<file path="src/rtl/core/psds_pkg.sv">
// ----------------------------------------------------------------------------
// psds_pkg
// Shared types and constants of the per-source delivery statistics block.
// ----------------------------------------------------------------------------
package psds_pkg;

    // default sizes
    localparam int DEF_MAX_SOURCES = 32;
    localparam int DEF_HIST_SLOTS  = 10;

    // register reset value
    localparam logic [15:0] EXP_INTERVAL_RESET = 16'd500;

    // payload widths
    localparam int S_DATA_W = 104;
    localparam int M_DATA_W = 160;

    // result status codes
    typedef enum logic [1:0] {
        ST_ACCEPTED   = 2'd0,
        ST_INCOMPLETE = 2'd1,
        ST_DUPLICATE  = 2'd2,
        ST_TABLE_FULL = 2'd3
    } status_t;

    // sequencer states
    typedef enum logic [3:0] {
        S_IDLE,
        S_CHECK,
        S_RD,
        S_CMP,
        S_ALLOC,
        S_SEQ,
        S_DEV,
        S_ACC,
        S_HRD,
        S_HCMP,
        S_HWR,
        S_DONE
    } state_t;

    // controller to datapath
    typedef struct packed {
        logic    load_in;
        logic    set_st;
        status_t st_code;
        logic    idx_clr;
        logic    idx_inc;
        logic    ent_rd;
        logic    take_match;
        logic    alloc;
        logic    seq_upd;
        logic    dev_upd;
        logic    acc_upd;
        logic    h_rd;
        logic    h_cmp;
        logic    h_wr;
        logic    out_load;
    } cmd_t;

    // datapath to controller
    typedef struct packed {
        logic incomplete;
        logic idx_end;
        logic full;
        logic match;
        logic dup;
        logic h_end;
        logic out_free;
    } sts_t;

endpackage

</file>
<file path="src/rtl/core/psds_ctrl.sv">
// ----------------------------------------------------------------------------
// psds_ctrl
// Sequencer: source search, allocation, accumulation and histogram scan.
// ----------------------------------------------------------------------------
module psds_ctrl (
    input  logic           clk,
    input  logic           rst_n,
    input  logic           in_valid,
    output logic           in_ready,
    input  psds_pkg::sts_t sts,
    output psds_pkg::cmd_t cmd
);
    import psds_pkg::*;

    state_t state_reg, state_next;

    // state register
    always_ff @(posedge clk or negedge rst_n)
    begin
        if (!rst_n)
        begin
            state_reg <= S_IDLE;
        end
        else
        begin
            state_reg <= state_next;
        end
    end

    // next state and commands
    always_comb
    begin
        state_next  = state_reg;
        cmd         = '0;
        cmd.st_code = ST_ACCEPTED;
        in_ready    = 1'b0;
        unique case (state_reg)
            S_IDLE:
            begin
                in_ready = 1'b1;
                if (in_valid)
                begin
                    cmd.load_in = 1'b1;
                    state_next  = S_CHECK;
                end
            end
            S_CHECK:
            begin
                cmd.idx_clr = 1'b1;
                if (sts.incomplete)
                begin
                    cmd.set_st  = 1'b1;
                    cmd.st_code = ST_INCOMPLETE;
                    state_next  = S_DONE;
                end
                else
                begin
                    state_next = S_RD;
                end
            end
            S_RD:
            begin
                if (sts.idx_end)
                begin
                    if (sts.full)
                    begin
                        cmd.set_st  = 1'b1;
                        cmd.st_code = ST_TABLE_FULL;
                        state_next  = S_DONE;
                    end
                    else
                    begin
                        state_next = S_ALLOC;
                    end
                end
                else
                begin
                    cmd.ent_rd = 1'b1;
                    state_next = S_CMP;
                end
            end
            S_CMP:
            begin
                if (sts.match)
                begin
                    cmd.take_match = 1'b1;
                    state_next     = S_SEQ;
                end
                else
                begin
                    cmd.idx_inc = 1'b1;
                    state_next  = S_RD;
                end
            end
            S_ALLOC:
            begin
                cmd.alloc  = 1'b1;
                state_next = S_SEQ;
            end
            S_SEQ:
            begin
                if (sts.dup)
                begin
                    cmd.set_st  = 1'b1;
                    cmd.st_code = ST_DUPLICATE;
                    state_next  = S_DONE;
                end
                else
                begin
                    cmd.seq_upd = 1'b1;
                    cmd.set_st  = 1'b1;
                    cmd.st_code = ST_ACCEPTED;
                    state_next  = S_DEV;
                end
            end
            S_DEV:
            begin
                cmd.dev_upd = 1'b1;
                state_next  = S_ACC;
            end
            S_ACC:
            begin
                cmd.acc_upd = 1'b1;
                state_next  = S_HRD;
            end
            S_HRD:
            begin
                if (sts.h_end)
                begin
                    state_next = S_HWR;
                end
                else
                begin
                    cmd.h_rd   = 1'b1;
                    state_next = S_HCMP;
                end
            end
            S_HCMP:
            begin
                cmd.h_cmp  = 1'b1;
                state_next = S_HRD;
            end
            S_HWR:
            begin
                cmd.h_wr   = 1'b1;
                state_next = S_DONE;
            end
            S_DONE:
            begin
                if (sts.out_free)
                begin
                    cmd.out_load = 1'b1;
                    state_next   = S_IDLE;
                end
            end
            default:
            begin
                state_next = S_IDLE;
            end
        endcase
    end

endmodule

</file>
<file path="config.mk">
export PLATFORM = sky130hd
export DESIGN_NAME = psds_ctrl
export DESIGN_NICKNAME = d
export VERILOG_FILES = /design/src/rtl/core/psds_pkg.sv /design/src/rtl/core/psds_ctrl.sv
export SDC_FILE = /design/constraint.sdc
export NUM_CORES = 1
export LEC_CHECK = 0
export BUFFER_PORTS_ARGS = -buffer_cell sky130_fd_sc_hd__buf_2
export CORE_MARGIN = 4
export CORE_UTILIZATION = 34
export CTS_BUF_LIST = sky130_fd_sc_hd__clkbuf_4 sky130_fd_sc_hd__clkbuf_8 sky130_fd_sc_hd__clkbuf_16
export DETAILED_ROUTE_END_ITERATION = 8
export HOLD_SLACK_MARGIN = 0.08
export SETUP_SLACK_MARGIN = 0.3
export SYNTH_ARGS = -nofsm -noshare
export SYNTH_HDL_FRONTEND = slang
export SYNTH_SLANG_ARGS = --single-unit
</file>
<file path="constraint.sdc">
create_clock -name clk -period 2.85 [get_ports clk]
set_clock_uncertainty 0.1 [all_clocks]
set_input_delay 0.285 -clock clk [delete_from_list [all_inputs] [get_ports clk]]
set_output_delay 0.285 -clock clk [all_outputs]
set_load 0.03 [all_outputs]
</file>
# Word level (Yosys, flattened, before mapping)
# Index checks and enable logic that the tools add are counted.
totals:
  ff_bits: 4
  in_bits: 10
  output_inout_bits: 17
  elab_cells: 52
op_classes:
  eq_ne: 13
  n_mux: 35
  reduce_logical: 3
ops:
  columns: ["cell", "n"]
  rows:
  - ["$pmux W4 S11", 1]
  - ["$mux W4", 6]
  - ["$mux W1", 21]
  - ["$eq A4 B3 Y1 const B", 4]
  - ["$eq A4 B4 Y1 const B", 4]
  - ["$mux W3", 4]
  - ["$pmux W3 S3", 1]
  - ["$eq A4 B2 Y1 const B", 2]
  - ["$eq A4 B1 Y1 const B", 1]
  - ["$logic_not A4 Y1", 1]
  - ["$mux W2", 2]
  - ["$ne A2 B2 Y1 const B", 2]
  - ["$reduce_and A2 Y1", 1]
  - ["$reduce_or A2 Y1", 1]

# Logic depth before layout (Yosys ltp)
depth:
  depth_word: 3
  ltp_mapped: 6
  mapped_depth_nobuf: 4

# Worst setup path after synthesis
# No wires, ideal clock.
synth_timing:
  path_kind: "register -> output"
  start: "register state_reg[2]"
  end: "output port cmd[9] (netlist name)"
  t_arrival_ns: 1.639
  t_required_ns: 2.465
  slack_ns: 0.826
  stages_incl_launch_ff: 4
  path_buffers: 2
  path_cell_list: "dfrtp_1 -> buf_6 -> buf_4 -> nor4_1"
synth_lines:
  columns: ["element", "line_no", "source"]
  rows:
  - ["start, declared", "psds_ctrl.sv:15", "state_t state_reg, state_next;"]
  - ["start signal, assigned", "psds_ctrl.sv:26", "state_reg <= state_next;"]
  - ["end, declared", "psds_ctrl.sv:11", "output psds_pkg::cmd_t cmd"]

==> key figures <==
Run status
  • Outcome: finished, final reports clean

Logic synthesis
  • Synthesized instance count: 65
  • Largest family of logic cells by synthesized area: simple AND/OR/NAND/NOR gates
  • Post-synthesis mux area share: 2.362%
  • Net Count, Synth: 75
  • Compound-gate portion of the synthesized area: 19.42%
  • Synth Area in Simple Gates: 47.51%
  • Seq cells post-synth: 4
  • Yosys cell types: 30
  • Post-Synth Adder-Cell Area: 0%
  • Mapped cell area: 476.7 µm²
  • Avg Cell Area, Syn: 7.334 µm²
  • Yosys warns: 0
  • Sequential area share after synthesis: 21.00%
  • Xor/xnor share of the synthesized area: 0%

Min path
  • Min-Delay Path Class: in -> async

Setup path
  • Critical Path Sink Type: output port
  • Worst reg-to-reg setup slack: 1.12 ns
  • Crit. Startpoint: state_reg[0]
  • Worst-path cell with the longest stage delay: dfrtp_1
  • CP Launch Type: flop
  • WS Path Type: reg -> out
  • Max FO, Critical Path: 13
  • Crit-path most repeated cell: nand2b_1
  • Reg2Reg Depth: 3
  • Peak per-stage delay on the critical path: 0.49 ns
  • Worst EP arrival: 1.80 ns
  • Reg-to-Reg Start: state_reg[2]
  • Setup crit end: cmd[14]
  • Worst Path Required: 2.47 ns
  • CP cell instances: nand2b_1 -> nor4_1 -> nand2b_1 -> buf_2
  • Worst r2r dst: state_reg[1]

Routing
  • WL met2: 560 µm
  • Top sig layer: met4
  • ANT nets after route: 0
  • DRC: 0
  • Per-cell routed wire length: 12.30 µm
  • Metal3 WL: 106 µm
  • Routed WL: 1292 µm
  • WL met1: 580 µm
  • Routed vias/inst: 5.286
  • DRT iter0 DRCs: 18
  • Drt pass-1 iters: 4
  • Vias after detailed routing: 555

Floorplan
  • Io pins: 27
  • Die Y: 45.45 µm
  • FP Rows: 13
  • Core area: 1318 µm²
  • Die area: 2065 µm²
  • Initial core utilization: 36.18%
  • Chip width: 45.45 µm

Timing
  • Slew HR: 65.67%
  • Hold Fails Final Rpt: 0
  • Setup-failing EPs final: 0
  • Unrepaired setup endpoints after global routing: no
  • Peak Freq: 0.4583 GHz
  • Slew Viols, Final: 0
  • Fin Hold WS: 0.2684 ns
  • Setup TNS: 0 ns
  • Tcrit/Tclk final: 76.56%
  • Actual transition at the worst max-transition pin: 0.5149 ns
  • Min Tclk post-route: 2.182 ns

Placed design
  • Final GP Congestion: 0.8577
  • Placed Area: 586.8 µm²
  • DP HPWL: 1001 µm
  • IO buf count: 26

GRT
  • Initial antenna violation count: 0
  • Global route total overflow: 0
  • First-pass GRT wire length: 2049 µm
  • GR Util All Layers: 14.25%
  • Largest net degree at the start of global routing: 17
  • Vias in the first global route: 462

Clocking
  • CTS H-Tree Depth: 1
  • Cells resized by post-CTS repair: 0
  • # Post-CTS Setup Buffers: 0
  • Total CTS buffers: 3
  • CTS Root Cell: clkbuf_4
  • Clock Latency Late Sink: 0.25 ns
  • Clock transition at path regs: 0.04 ns
  • CTS tree: built
  • Clock Tree Buf Depth: 2
  • Clock sinks: 4

Power
  • Worst IR Drop VDD: 481.4 µV
  • Power Density: 1053 nW/µm²
  • Total design power: 652.5 µW
  • Leakage: 0.3277 nW

Layout
  • Synthesis-to-finish area growth: 29.92%
  • Layout cells sized above 1: 35.56%
  • Nets: 102
  • # diodes: 0
  • Cell area after layout: 619.3 µm²
  • Max reg flops: 4
  • Fillers: 142

Run
  • Max-cap violation count: 0
-- cell usage in the layout, fill, tap and decap left out, types with 2 or more instances in the layout --
cell type / synthesis / final
inv_1: 2 / 2
nor4_1: 4 / 4
a21oi_1: 2 / 2
and2_1: 2 / 2
nand2_1: 6 / 6
buf_2: 1 / 26
nor2_1: 7 / 7
a21o_1: 2 / 2
nor3b_1: 2 / 2
clkbuf_4: 0 / 3
nand2b_1: 5 / 5
and3_1: 2 / 2
o21ai_0: 4 / 4
nor3_1: 4 / 4
dfrtp_1: 4 / 4
-- cell usage after synthesis --
| library cell | n | area (µm²) |
|---|---|---|
| buf_6 | 1 | 11.26 |
| buf_2 | 1 | 5.000 |
| and2_1 | 2 | 12.51 |
| nand3b_1 | 1 | 7.510 |
| nor2b_1 | 1 | 6.260 |
| a21o_1 | 2 | 15.01 |
| nand2b_1 | 5 | 31.28 |
| a21oi_1 | 2 | 10.01 |
| nor4_1 | 4 | 25.02 |
| nor4b_2 | 1 | 15.01 |
| mux2_1 | 1 | 11.26 |
| buf_4 | 3 | 22.52 |
| and3_1 | 2 | 12.51 |
| nand2_1 | 6 | 22.52 |
| inv_1 | 2 | 7.510 |
| a22o_1 | 1 | 8.760 |
| o21ai_1 | 1 | 5.000 |
| nor2_1 | 7 | 26.28 |
| o21bai_1 | 1 | 7.510 |
| nand2b_2 | 1 | 8.760 |
| or4_1 | 1 | 7.510 |
| o21ai_0 | 4 | 20.02 |
| nor3_2 | 1 | 10.01 |
| a311oi_1 | 1 | 8.760 |
| a211oi_1 | 1 | 7.510 |
| a311o_1 | 1 | 10.01 |
| nor3b_1 | 2 | 15.01 |
| dfrtp_1 | 4 | 100.1 |
| or2_1 | 1 | 6.260 |
| nor3_1 | 4 | 20.02 |
-- final cells by class --
type / count / area, µm² / share of cell area, %
multi-input cells: 54 / 330.3 / 53.33
repair buffers: 27 / 140.1 / 22.63
flip-flops and latches: 4 / 100.1 / 16.16
clock buffers: 3 / 22.52 / 3.636
well taps: 15 / 18.77 / 3.030
inverters: 2 / 7.507 / 1.212
-- timing repair --
action,in CTS,in global routing
endpoints found under the hold margin,4,0
hold buffers,1,0
endpoints found under the setup margin,0,0
-- worst min path at each step --
stage          start      endpoint  slack [ns]  cells after the start
2_1_floorplan  rst_n  state_reg[0]       -0.11                      0
3_3_place_gp   rst_n  state_reg[3]       -0.01                      1
3_5_place_dp   rst_n  state_reg[1]      -0.006                      1
4_1_cts        rst_n  state_reg[3]        0.26                      2
5_1_grt        rst_n  state_reg[0]        0.29                      2
6_report       rst_n  state_reg[3]        0.27                      2
-- routing by layer --
layer	track usage [%]	vias to the layer above
met5	0	-
met4	12.28	0
met3	3.953	5
met2	19.22	27
met1	18.23	238
li1	-	285
-- critical path, delay by kind of cell (launching register included) --
kind	cells	cell delay, ns
simple gates	3	0.87
flops	1	0.49
buf+inv	1	0.19
-- where the power goes --
group	switching (mW)	internal (mW)	leakage, nW	total (mW)
Sequential	0.0868	0.0830	0.0499	0.170
Clock	0.0272	0.0474	0.0138	0.0746
Combinational	0.255	0.153	0.264	0.408
Total	0.369	0.284	0.328	0.652
-- stage by stage --
step / worst slack (ns) / utilization, % / instances
final: 0.6679 / 47.01 / 105
after CTS: 0.6610 / 47.01 / 105
after global routing: 0.4721 / 47.01 / 105
after floorplan: 0.8262 / - / 65
after global placement: 0.9839 / 44.54 / 101
after detailed placement: 0.9240 / 44.54 / 101
-- cell families after synthesis --
family	Yosys count
compound gates	14
flops	4
simple gates	39
mux	1
buf+inv	7
Note: power is estimated with default switching activity, not from simulation.
